$ cat config.mk
export PLATFORM = sky130hd
export DESIGN_NAME = ir_docking_steer_fsm
export DESIGN_NICKNAME = d
export VERILOG_FILES = /design/src/rtl/irds_pkg.sv /design/src/rtl/irds_mode_sel.sv /design/src/rtl/irds_cmd.sv /design/src/rtl/ir_docking_steer_fsm.sv
export SDC_FILE = /design/constraint.sdc
export NUM_CORES = 1
export LEC_CHECK = 0
export ABC_AREA = 1
export BUFFER_PORTS_ARGS = -buffer_cell sky130_fd_sc_hd__buf_2
export CAP_MARGIN = 20
export CELL_PAD_IN_SITES_DETAIL_PLACEMENT = 1
export CELL_PAD_IN_SITES_GLOBAL_PLACEMENT = 1
export CORE_MARGIN = 2
export CORE_UTILIZATION = 40
export CTS_CLUSTER_SIZE = 25
export DETAILED_ROUTE_END_ITERATION = 12
export PLACE_DENSITY_LB_ADDON = 0.1
export SLEW_MARGIN = 15
export SYNTH_ARGS = -nofsm -noshare
export SYNTH_HDL_FRONTEND = slang
export SYNTH_SLANG_ARGS = --single-unit
export TNS_END_PERCENT = 50
$ cat constraint.sdc
create_clock -name clock -period 4.6 [get_ports clock]
set_input_delay 0.46 -clock clock [delete_from_list [all_inputs] [get_ports clock]]
set_output_delay 0.46 -clock clock [all_outputs]
set_load 0.01 [all_outputs]
$ cat src/rtl/irds_pkg.sv
// Shared types, register indexes and constants for the IR docking steering block.
// Used by irds_mode_sel, irds_cmd and ir_docking_steer_fsm; depends on nothing.
package irds_pkg;

   // Receiver byte mask and fixed speed and turn reductions once close-in has been entered.
   localparam logic [7:0] IR_MASK        = 8'h0d;
   localparam logic [6:0] CUT_FAR_SPEED  = 7'd50;
   localparam logic [6:0] CUT_NEAR_SPEED = 7'd20;
   localparam logic [6:0] CUT_TURN       = 7'd100;

   // Configuration register indexes.
   localparam logic [2:0] CSR_CLOSE_THRESH = 3'd0;
   localparam logic [2:0] CSR_NEAR_SPEED   = 3'd1;
   localparam logic [2:0] CSR_FAR_SPEED    = 3'd2;
   localparam logic [2:0] CSR_NEAR_TURN    = 3'd3;
   localparam logic [2:0] CSR_FAR_TURN     = 3'd4;
   localparam logic [2:0] CSR_SEARCH_SPEED = 3'd5;
   localparam logic [2:0] CSR_SEARCH_TURN  = 3'd6;

   // Output mode codes.
   localparam logic [2:0] CODE_INIT       = 3'd0;
   localparam logic [2:0] CODE_LEFT_NEAR  = 3'd1;
   localparam logic [2:0] CODE_LEFT_FAR   = 3'd2;
   localparam logic [2:0] CODE_RIGHT_NEAR = 3'd3;
   localparam logic [2:0] CODE_RIGHT_FAR  = 3'd4;
   localparam logic [2:0] CODE_CENTRED    = 3'd5;
   localparam logic [2:0] CODE_SEARCH     = 3'd6;
   localparam logic [2:0] CODE_CLOSE      = 3'd7;

   // Steering mode, held one-hot.
   typedef enum logic [7:0] {
      MODE_INIT       = 8'b0000_0001,
      MODE_LEFT_NEAR  = 8'b0000_0010,
      MODE_LEFT_FAR   = 8'b0000_0100,
      MODE_RIGHT_NEAR = 8'b0000_1000,
      MODE_RIGHT_FAR  = 8'b0001_0000,
      MODE_CENTRED    = 8'b0010_0000,
      MODE_SEARCH     = 8'b0100_0000,
      MODE_CLOSE      = 8'b1000_0000
   } mode_type;

   // Steering state carried from one request to the next.
   typedef struct packed {
      mode_type   mode;
      logic [7:0] count;
      logic       latched;
   } steer_state_type;

   // Configuration register set.
   typedef struct packed {
      logic [7:0]  close_thresh;
      logic [9:0]  near_speed;
      logic [9:0]  far_speed;
      logic [10:0] near_turn;
      logic [10:0] far_turn;
      logic [9:0]  search_speed;
      logic [10:0] search_turn;
   } cfg_type;

   // Register values after reset.
   localparam cfg_type CFG_RESET = '{
      close_thresh: 8'd100,
      near_speed:   10'd50,
      far_speed:    10'd100,
      near_turn:    11'd200,
      far_turn:     11'd250,
      search_speed: 10'd100,
      search_turn:  11'd700
   };

   // Encode the one-hot mode as the 3-bit output code.
   function automatic logic [2:0] mode_code(input mode_type mode);
      logic [2:0] code;
      unique case (mode)
         MODE_LEFT_NEAR:  code = CODE_LEFT_NEAR;
         MODE_LEFT_FAR:   code = CODE_LEFT_FAR;
         MODE_RIGHT_NEAR: code = CODE_RIGHT_NEAR;
         MODE_RIGHT_FAR:  code = CODE_RIGHT_FAR;
         MODE_CENTRED:    code = CODE_CENTRED;
         MODE_SEARCH:     code = CODE_SEARCH;
         MODE_CLOSE:      code = CODE_CLOSE;
         default:         code = CODE_INIT;
      endcase
      return code;
   endfunction

endpackage

$ cat src/rtl/irds_mode_sel.sv
// Priority rule chain: picks the next steering mode, centred count and close latch.
// Depends on irds_pkg.
module irds_mode_sel (
   input  logic [7:0]                right_code,
   input  logic [7:0]                left_code,
   input  logic [7:0]                close_thresh,
   input  irds_pkg::steer_state_type state_cur,
   output irds_pkg::steer_state_type state_nxt
);

   logic [7:0] r;
   logic [7:0] l;

   assign r = right_code & irds_pkg::IR_MASK;
   assign l = left_code & irds_pkg::IR_MASK;

   // The first rule that holds wins; with no match the previous mode stays.
   always_comb begin
      state_nxt = state_cur;
      priority if (l == 8'd4 && (r == 8'd5 || r == 8'd4)) begin
         state_nxt.mode = irds_pkg::MODE_LEFT_NEAR;
      end else if (l == 8'd0 && r != 8'd0) begin
         state_nxt.mode = irds_pkg::MODE_LEFT_FAR;
      end else if (r == 8'd1 && (l == 8'd5 || l == 8'd1)) begin
         state_nxt.mode = irds_pkg::MODE_RIGHT_NEAR;
      end else if (r == 8'd0 && l != 8'd0) begin
         state_nxt.mode = irds_pkg::MODE_RIGHT_FAR;
      end else if (r == 8'd1 && l == 8'd4) begin
         state_nxt.mode = irds_pkg::MODE_CENTRED;
         if (state_cur.count != 8'hff) begin
            state_nxt.count = state_cur.count + 8'd1;
         end
      end else if (r == 8'd0 && l == 8'd0) begin
         state_nxt.mode = irds_pkg::MODE_SEARCH;
      end else if (state_cur.count >= close_thresh) begin
         state_nxt.mode = irds_pkg::MODE_CLOSE;
      end

      // Speed reductions stay on for good once close-in is reached.
      state_nxt.latched = state_cur.latched || (state_nxt.mode == irds_pkg::MODE_CLOSE);
   end

endmodule

$ cat src/rtl/irds_cmd.sv
// Velocity command for a given mode, including the latched close-in reductions.
// Depends on irds_pkg.
module irds_cmd (
   input  irds_pkg::mode_type mode,
   input  logic               latched,
   input  irds_pkg::cfg_type  cfg,
   output logic [9:0]         linear_speed,
   output logic [11:0]        angular_rate
);

   logic [6:0]  dv;
   logic [6:0]  dv1;
   logic [6:0]  dw;
   logic [11:0] vx;

   assign dv  = latched ? irds_pkg::CUT_FAR_SPEED  : 7'd0;
   assign dv1 = latched ? irds_pkg::CUT_NEAR_SPEED : 7'd0;
   assign dw  = latched ? irds_pkg::CUT_TURN       : 7'd0;

   // Speed and turn per mode; both are formed in 12-bit two's complement.
   always_comb begin
      unique case (mode)
         irds_pkg::MODE_LEFT_NEAR: begin
            vx           = {2'b00, cfg.near_speed} - {5'b0, dv1};
            angular_rate = {5'b0, dw} - {1'b0, cfg.near_turn};
         end
         irds_pkg::MODE_LEFT_FAR: begin
            vx           = {2'b00, cfg.far_speed} - {5'b0, dv};
            angular_rate = {5'b0, dw} - {1'b0, cfg.far_turn};
         end
         irds_pkg::MODE_RIGHT_NEAR: begin
            vx           = {2'b00, cfg.near_speed} - {5'b0, dv1};
            angular_rate = {1'b0, cfg.near_turn} - {5'b0, dw};
         end
         irds_pkg::MODE_RIGHT_FAR: begin
            vx           = {2'b00, cfg.far_speed} - {5'b0, dv};
            angular_rate = {1'b0, cfg.far_turn} - {5'b0, dw};
         end
         irds_pkg::MODE_CENTRED: begin
            vx           = {2'b00, cfg.far_speed} - {5'b0, dv};
            angular_rate = 12'd0;
         end
         irds_pkg::MODE_SEARCH: begin
            vx           = {2'b00, cfg.search_speed};
            angular_rate = {1'b0, cfg.search_turn};
         end
         irds_pkg::MODE_CLOSE: begin
            vx           = {2'b00, cfg.far_speed} - {5'b0, irds_pkg::CUT_FAR_SPEED};
            angular_rate = 12'd0;
         end
         default: begin
            vx           = 12'd0;
            angular_rate = 12'd0;
         end
      endcase
   end

   // Negative forward speed is clamped at zero.
   assign linear_speed = vx[11] ? 10'd0 : vx[9:0];

endmodule

$ cat src/rtl/ir_docking_steer_fsm.sv
// Top level of the IR docking steering block: request register, rule chain,
// command logic and result register. Depends on irds_pkg, irds_mode_sel and irds_cmd.
//
// Every request yields exactly one response, which passes through the input register and
// then the response register before it is presented on the response port; it stays there
// while the response port holds off. A new request can be accepted in every cycle unless
// the response register is full and the response port holds off: the path is an input
// register followed by the mode rules and command logic, which update the steering
// state and load the response register together. The centre receiver byte is
// carried on the bus but takes no part in steering. Configuration writes take effect
// on the next request and should be made while no request is in flight.
module ir_docking_steer_fsm (
   input  logic        clock,
   input  logic        reset,
   // Request: [7:0] right_code, [15:8] centre_code, [23:16] left_code
   input  logic        req_tvalid,
   output logic        req_tready,
   input  logic [23:0] req_tdata,
   // Response: [9:0] linear_speed, [21:10] angular_rate, [24:22] mode, [31:25] zero
   output logic        rsp_tvalid,
   input  logic        rsp_tready,
   output logic [31:0] rsp_tdata,
   // Configuration write port
   input  logic        csr_we,
   input  logic [2:0]  csr_index,
   input  logic [10:0] csr_wdata
);

   logic                      s1_valid_ff;
   logic [7:0]                right_ff;
   logic [7:0]                left_ff;
   logic                      rsp_valid_ff;
   logic [31:0]               rsp_data_ff;
   logic [31:0]               rsp_data_in;
   irds_pkg::steer_state_type state_ff;
   irds_pkg::steer_state_type state_in;
   irds_pkg::cfg_type         cfg_ff;
   logic                      advance;
   logic                      s1_fire;
   logic                      req_fire;
   logic [9:0]                linear_speed;
   logic [11:0]               angular_rate;

   // The pipeline moves whenever the response slot is free or being taken.
   assign advance    = !rsp_valid_ff || rsp_tready;
   assign req_tready = !s1_valid_ff || advance;
   assign req_fire   = req_tvalid && req_tready;
   assign s1_fire    = s1_valid_ff && advance;

   // Configuration registers.
   always_ff @(posedge clock) begin
      if (reset) begin
         cfg_ff <= irds_pkg::CFG_RESET;
      end else if (csr_we) begin
         unique case (csr_index)
            irds_pkg::CSR_CLOSE_THRESH: cfg_ff.close_thresh <= csr_wdata[7:0];
            irds_pkg::CSR_NEAR_SPEED:   cfg_ff.near_speed   <= csr_wdata[9:0];
            irds_pkg::CSR_FAR_SPEED:    cfg_ff.far_speed    <= csr_wdata[9:0];
            irds_pkg::CSR_NEAR_TURN:    cfg_ff.near_turn    <= csr_wdata;
            irds_pkg::CSR_FAR_TURN:     cfg_ff.far_turn     <= csr_wdata;
            irds_pkg::CSR_SEARCH_SPEED: cfg_ff.search_speed <= csr_wdata[9:0];
            irds_pkg::CSR_SEARCH_TURN:  cfg_ff.search_turn  <= csr_wdata;
            default: ;
         endcase
      end
   end

   // Input register holds the right and left receiver bytes.
   always_ff @(posedge clock) begin
      if (reset) begin
         s1_valid_ff <= 1'b0;
      end else if (req_tready) begin
         s1_valid_ff <= req_tvalid;
      end
   end

   always_ff @(posedge clock) begin
      if (req_fire) begin
         right_ff <= req_tdata[7:0];
         left_ff  <= req_tdata[23:16];
      end
   end

   // Rule chain and command for the request in the input register.
   irds_mode_sel u_mode_sel (
      .right_code   (right_ff),
      .left_code    (left_ff),
      .close_thresh (cfg_ff.close_thresh),
      .state_cur    (state_ff),
      .state_nxt    (state_in)
   );

   irds_cmd u_cmd (
      .mode         (state_in.mode),
      .latched      (state_in.latched),
      .cfg          (cfg_ff),
      .linear_speed (linear_speed),
      .angular_rate (angular_rate)
   );

   // Steering state advances once per request.
   always_ff @(posedge clock) begin
      if (reset) begin
         state_ff.mode    <= irds_pkg::MODE_INIT;
         state_ff.count   <= 8'd0;
         state_ff.latched <= 1'b0;
      end else if (s1_fire) begin
         state_ff <= state_in;
      end
   end

   // Response register.
   assign rsp_data_in = {7'b0, irds_pkg::mode_code(state_in.mode), angular_rate, linear_speed};

   always_ff @(posedge clock) begin
      if (reset) begin
         rsp_valid_ff <= 1'b0;
      end else if (advance) begin
         rsp_valid_ff <= s1_valid_ff;
      end
   end

   always_ff @(posedge clock) begin
      if (s1_fire) begin
         rsp_data_ff <= rsp_data_in;
      end
   end

   assign rsp_tvalid = rsp_valid_ff;
   assign rsp_tdata  = rsp_data_ff;

endmodule
==> metrics.md, run 1 <==
| Metric | Value |
|---|---|
| Most frequent cells in the layout | 179 x nand2_1, 111 x inv_1, 106 x nor2_1 |
| Post-synth cell types | 45 |
| Critical path required time | 4770 ps |
| Place WS | -78.3 ps |
| Final period util | 89.3% |
| Vias per std cell | 5.28 |
| Power per cell area | 354 mW/mm^2 |
| Vias in the first global route | 6496 |
| Global Route Usage Sum | 23.7% |
| Layout Skew | 5.99 ps |
| IO Port Bufs | 51 |
| Area Overhead vs Synth | 15.2% |
| Setup violators final | 0 |
| DRC | 0 |
| Crit path DAT | 4280 ps |
| Root Buffer | clkbuf_16 |
| Slowest cell on crit path | dfxtp_1 |
| Worst hold path class | input port to flop |
| Post-Syn Area per Cell | 7.37 um^2 |
| Ys Warns | 0 |
| Maximum vdd drop | 270 uV |
| Mapped Cells | 895 |
| Core box area | 0.0160 mm^2 |
| DR vias | 6206 |
| Final instance area | 0.00760 mm^2 |
| HPWL after DPL | 14.6 mm |
| Dominant synthesized flop cell | dfxtp_1 |
| Initial antenna violation count | 0 |
| Total global routing overflow | 0 |
| Starting Density | 41.2% |
| Detail Route Antenna Nets | 0 |
| Hold Fails Final Rpt | 0 |
| Max-Cap Viols | 0 |
| Crit path max fanout | 8 |
| FP Rows | 46 |
| Worst path most repeated cell | nand2_1 |
| Mapped Area | 0.00660 mm^2 |
| 1st-pass router iterations | 4 |
| Hold Buf Count CTS | 0 |
| Most common cell after layout, fill and taps aside | nand2_1 |
| Antenna diode count | 0 |
| Ratio of cells with drive above 1 in the final layout | 14.8% |
| Sequential cell area | 0.00273 mm^2 |
| Die height | 132 um |
| Die ar. | 0.0175 mm^2 |
| Nets@finish | 1014 |
| Status | complete, no violations |
| Number of H-tree levels | 4 |
| CP Launch Type | flop |
| Rel. slew slack | 36.0% |
| CTS tree | built |
| Final Core Density | 47.5% |
| Routed WL | 20.3 mm |
| Worst-margin pin slew | 957 ps |
| Setup Crit Path Kind | flop to flop |
| EDFF count, synth | 31 |
| Post-DR wirelength/cell | 17.2 um |
| Pin count of the biggest net entering global routing | 47 |
| Sink Count | 121 |
| IO Count | 77 |
| Num CTS Buffers | 17 |
| Routability cong. | 0.843 |
| DRT iter0 DRCs | 291 |
| Synthesis-stage register bit count | 121 |
| Sequential share of the synthesized area | 41.4% |
| First-pass GRT wire length | 32.8 mm |
| Crit-path max cell delay | 350 ps |
| Max clock buf depth | 2 |
| Area after DPL | 0.00702 mm^2 |
| Worst Setup Slack, final | 490 ps |
| Setup crit end kind | flop |
| Synth area leaders | dfxtp_1 27%, edfxtp_1 14%, nand2_1 10%, inv_1 6.4%, nor2_1 6.1% |
| Max Clk Rate | 0.243 GHz |
| RSZ-0062 raised after global routing | no |
| Fillers | 2109 |
| Multi-input gate area | 0.00329 mm^2 |
| Final slew viol count | 0 |
| Clock Latency Late Sink | 420 ps |
| Final Critical Period | 4110 ps |
| Reg clk slew, reported paths | 50 ps |
| Die width | 132 um |
| Leak | 3.42 nW |
| Share of the synthesized area in the top cell type | 27.3% |
| Dominant cell type by area after synthesis | dfxtp_1 |
| Synth async-reset ratio | 0% |
final timing paths:
path                start           end  slack (ps)  cells past startpoint
max           state_ff[1]  rsp_tdata[7]         490                     28
min          req_tdata[3]   right_ff[3]         220                      1
max reg2reg   state_ff[1]  rsp_tdata[7]         490                     28
min reg2reg    cfg_ff[15]    cfg_ff[15]         460                      2
stage by stage:
| stage | setup TNS [ps] | hold WS, ps | power (mW) | std cells |
|---|---|---|---|---|
| 6_report | 0 | 218 | 2.69 | 1176 |
| 5_1_grt | 0 | 207 | 2.80 | 1176 |
| 4_1_cts | 0 | 203 | 2.71 | 1174 |
| 3_5_place_dp | -146 | 445 | 1.49 | 1142 |
| 3_3_place_gp | 0 | 433 | 1.48 | 1142 |
| 2_1_floorplan | 0 | 425 | 1.39 | 901 |
area by class of cell:
type                       instances  area share [%]
multi-input combinational        631            43.3
sequential                       121            36.0
clock buffer                      23            6.44
inverter                         118            5.88
timing repair buffer              58            4.22
tap                              216            3.56
clock inverter                     9           0.626
power breakdown:
part	switching [mW]	internal, mW	total [mW]
clock	0.476	0.739	1.21
sequential	0.0190	1.14	1.16
combinational	0.223	0.0938	0.317
total	0.718	1.97	2.69
registers in the layout, indices dropped and copies added (netlist names):
name,count
rsp_tdata,25
left_ff,3
right_ff,3
rsp_tvalid,1
cfg_ff,71
state_ff,17
s1_valid_ff,1
cell usage after synthesis, drive strengths merged, types with 3 or more instances:
cell type    n
nand4        6
o22ai        6
inv        117
xor2         7
a21oi       64
a31oi        3
dfxtp       90
clkbuf      20
buf         11
edfxtp      31
nand3b       6
nor3         9
nand3       76
ha          24
o21ai       84
nand2      202
o211ai      13
nor2       116
worst max-delay path: cells and delay by family (launching register included):
family,cells,cell delay (ps)
and+or+nand+nor,17,1810
adders and majority gates,3,710
AOI/OAI and AO/OA,2,390
buffers and inverters,5,490
xor gates and xnor gates,1,140
DFF,1,350
per-layer routing:
layer  up-vias  track usage (%)  wire [um]
li1       3021                -          -
met1      3052             27.9       8920
met2       107             42.7      10400
met3        26             4.61        582
met4         0             8.54        364
met5         -                0          0
kinds of logic (layout without fill, tap and decap cells):
group,after synthesis,after routing,synth area share [%]
flip-flops,121,121,41.4
adder cells (fa/ha/maj),24,24,4.55
other,1,7,0.0569
buffers and inverters,149,208,9.14
AND/OR/NAND/NOR,418,418,29.0
XOR/XNOR,8,8,1.06
AO/OA/AOI/OAI,174,174,14.7
what timing repair did:
item                                    4_1_cts  5_1_grt
gates cloned                                  0        0
buffers inserted                              0        2
endpoints found under the setup margin        2       12
resized for setup                             1        2
pin swaps                                     0        1
No activity file was read; power rests on OpenSTA's default activity.
==> run 2: changes to the inputs <==
--- a/config.mk
+++ b/config.mk
@@ -10,8 +10,8 @@
 export CAP_MARGIN = 20
 export CELL_PAD_IN_SITES_DETAIL_PLACEMENT = 1
 export CELL_PAD_IN_SITES_GLOBAL_PLACEMENT = 1
-export CORE_MARGIN = 2
-export CORE_UTILIZATION = 40
+export CORE_MARGIN = 10
+export CORE_UTILIZATION = 25
 export CTS_CLUSTER_SIZE = 25
 export DETAILED_ROUTE_END_ITERATION = 12
 export PLACE_DENSITY_LB_ADDON = 0.1
==> metrics.md, run 2 (synthesized netlist as in run 1, its figures left out) <==
| Metric | Value |
|---|---|
| Max Clk Rate | 0.245 GHz (was 0.243 GHz) |
| Rel. slew slack | 30.2% (was 36.0%) |
| Starting Density | 25.4% (was 41.2%) |
| Clk network pwr share | 49.3% (was 45.2%) |
| Die width | 182 um (was 132 um) |
| Sw Share | 27.0% (was 26.7%) |
| IO Count | 77 (unchanged) |
| Max clock buf depth | 2 (unchanged) |
| Core box area | 0.0260 mm^2 (was 0.0160 mm^2) |
| Post-CTS Resized | 0 (was 1) |
| Num CTS Buffers | 17 (unchanged) |
| Vias per std cell | 4.55 (was 5.28) |
| Status | complete, no violations (unchanged) |
| Fin cells | 1294 (was 1176) |
| Psw | 785 uW (was 718 uW) |
| Final Critical Period | 4090 ps (was 4110 ps) |
| Setup Crit Path Kind | flop to flop (unchanged) |
| Crit path DAT | 4260 ps (was 4280 ps) |
| DRC | 0 (unchanged) |
| CP Launch Type | flop (unchanged) |
| Internal Power | 2.12 mW (was 1.97 mW) |
| Power per cell area | 373 mW/mm^2 (was 354 mW/mm^2) |
| Area after DPL | 0.00718 mm^2 (was 0.00702 mm^2) |
| Clock Latency Late Sink | 430 ps (was 420 ps) |
| Worst hold path class | input port to flop (unchanged) |
| Largest Register | cfg_ff (unchanged) |
| Setup crit end kind | flop (unchanged) |
| Worst reg2reg path startpoint | state_ff[1] (unchanged) |
| Antenna diode count | 0 (unchanged) |
| Total global routing overflow | 0 (unchanged) |
| Final slew viol count | 0 (unchanged) |
| Power, Total | 2.91 mW (was 2.69 mW) |
| Final instance area | 0.00780 mm^2 (was 0.00760 mm^2) |
| Buffers & Inverters on Critical Path | 5 (unchanged) |
| Maximum vdd drop | 191 uV (was 270 uV) |
| Top delay family on crit path | simple AND/OR/NAND/NOR gates (unchanged) |
| Setup tns final | 0 ps (unchanged) |
| Post-DR wirelength/cell | 16.6 um (was 17.2 um) |
| Final period util | 88.8% (was 89.3%) |
| Crit-path max cell delay | 360 ps (was 350 ps) |
| Global Route Usage Sum | 13.1% (was 23.7%) |
| 1st-pass router iterations | 4 (unchanged) |
| Die ar. | 0.0333 mm^2 (was 0.0175 mm^2) |
| CP startpoint | state_ff[1] (unchanged) |
| CTS tree | built (unchanged) |
| Setup violators final | 0 (unchanged) |
| DR vias | 5892 (was 6206) |
| Routability cong. | 0.756 (was 0.843) |
| Ratio of cells with drive above 1 in the final layout | 14.9% (was 14.8%) |
| Area Overhead vs Synth | 18.2% (was 15.2%) |
| Worst path most repeated cell | nand2_1 (unchanged) |
| Pin count of the biggest net entering global routing | 62 (was 47) |
| First-pass GRT wire length | 34.5 mm (was 32.8 mm) |
| Reg clk slew, reported paths | 70 ps (was 50 ps) |
| HPWL after DPL | 16.2 mm (was 14.6 mm) |
| Nets@finish | 1013 (was 1014) |
| Most common cell after layout, fill and taps aside | nand2_1 (unchanged) |
| Die height | 182 um (was 132 um) |
| Critical path required time | 4770 ps (about the same) |
| Crit path max fanout | 8 (unchanged) |
| IO Port Bufs | 51 (unchanged) |
| Max reg flops | 71 (unchanged) |
| Root Buffer | clkbuf_16 (unchanged) |
| Routed WL | 21.5 mm (was 20.3 mm) |
| Vias in the first global route | 6109 (was 6496) |
| Layout Skew | 16.4 ps (was 5.99 ps) |
| Leak | 3.46 nW (was 3.42 nW) |
| FP Rows | 59 (was 46) |
| Hold Fails Final Rpt | 0 (unchanged) |
| RSZ-0062 raised after global routing | no (unchanged) |
| Sink Count | 121 (unchanged) |
| Hold Buf Count CTS | 0 (unchanged) |
| Number of H-tree levels | 4 (unchanged) |
| Initial antenna violation count | 0 (unchanged) |
| Detail Route Antenna Nets | 0 (unchanged) |
| Combinational share of power | 10.9% (was 11.8%) |
| Most frequent cells in the layout | 179 x nand2_1, 112 x inv_1, 107 x nor2_1 (was 179 x nand2_1, 111 x inv_1, 106 x nor2_1) |
| Post-CTS setup buffers | 0 (unchanged) |
| Flop pwr share | 39.8% (was 43.1%) |
| Worst Hold Launch | req_tdata[2] (was req_tdata[3]) |
| Worst-margin pin slew | 1050 ps (was 957 ps) |
| DRT iter0 DRCs | 239 (was 291) |
| Max-Cap Viols | 0 (unchanged) |
| Slowest cell on crit path | dfxtp_1 (unchanged) |
| Placed cells | 1262 (was 1142) |
## run 2: worst register-to-register path, delay by kind of cell, from the launching register on
| kind | cells | cell delay (ps) |
|---|---|---|
| AND/OR/NAND/NOR | 18 | 1730 |
| adder cells (fa/ha/maj) | 3 | 740 |
| buffers and inverters | 5 | 570 |
| flip-flops | 1 | 360 |
| AO/OA/AOI/OAI | 2 | 270 |
| XOR/XNOR | 1 | 140 |
## run 2: final cells by class
type / instances / area [um^2]
Fill cell: 3216 / 18200
Multi-Input combinational cell: 631 / 3280
Sequential cell: 121 / 2730
Clock buffer: 19 / 454
Inverter: 118 / 443
Tap cell: 335 / 419
Timing Repair Buffer: 57 / 300
Clock inverter: 13 / 165
## run 2: worst paths after layout
check / end / slack, ps / depth (start not counted)
min reg2reg: cfg_ff[14] / 450 / 2
max: rsp_tdata[9] / 510 / 29
min: right_ff[2] / 200 / 1
max reg2reg: rsp_tdata[9] / 510 / 29
## run 2: power by group through the flow
stage,Sequential (mW),Combinational [mW],Clock [mW]
after floorplan,1.18,0.208,0
after global placement,1.18,0.323,0
after detailed placement,1.18,0.323,0
after CTS,1.16,0.325,1.46
after global routing,1.16,0.362,1.50
final,1.16,0.317,1.43
## run 2: metal layers
metal  up-vias  wire (um)  part of all wire [%]  track usage [%]
li1       3028          -                     -                -
met1      2794      10700                    50             16.9
met2        52      10200                    47             22.1
met3        18        401                   1.9             2.08
met4         0        242                   1.1             3.81
met5         -          0                     0                0
## run 2: through the flow
step           hold WS [ps]  utilization [%]  worst slack, ps
4_1_cts                 185             30.0              442
5_1_grt                 194             30.0             30.7
3_3_place_gp            440             27.6              526
6_report                200             30.0              513
2_1_floorplan           425                -              994
3_5_place_dp            446             27.6              485
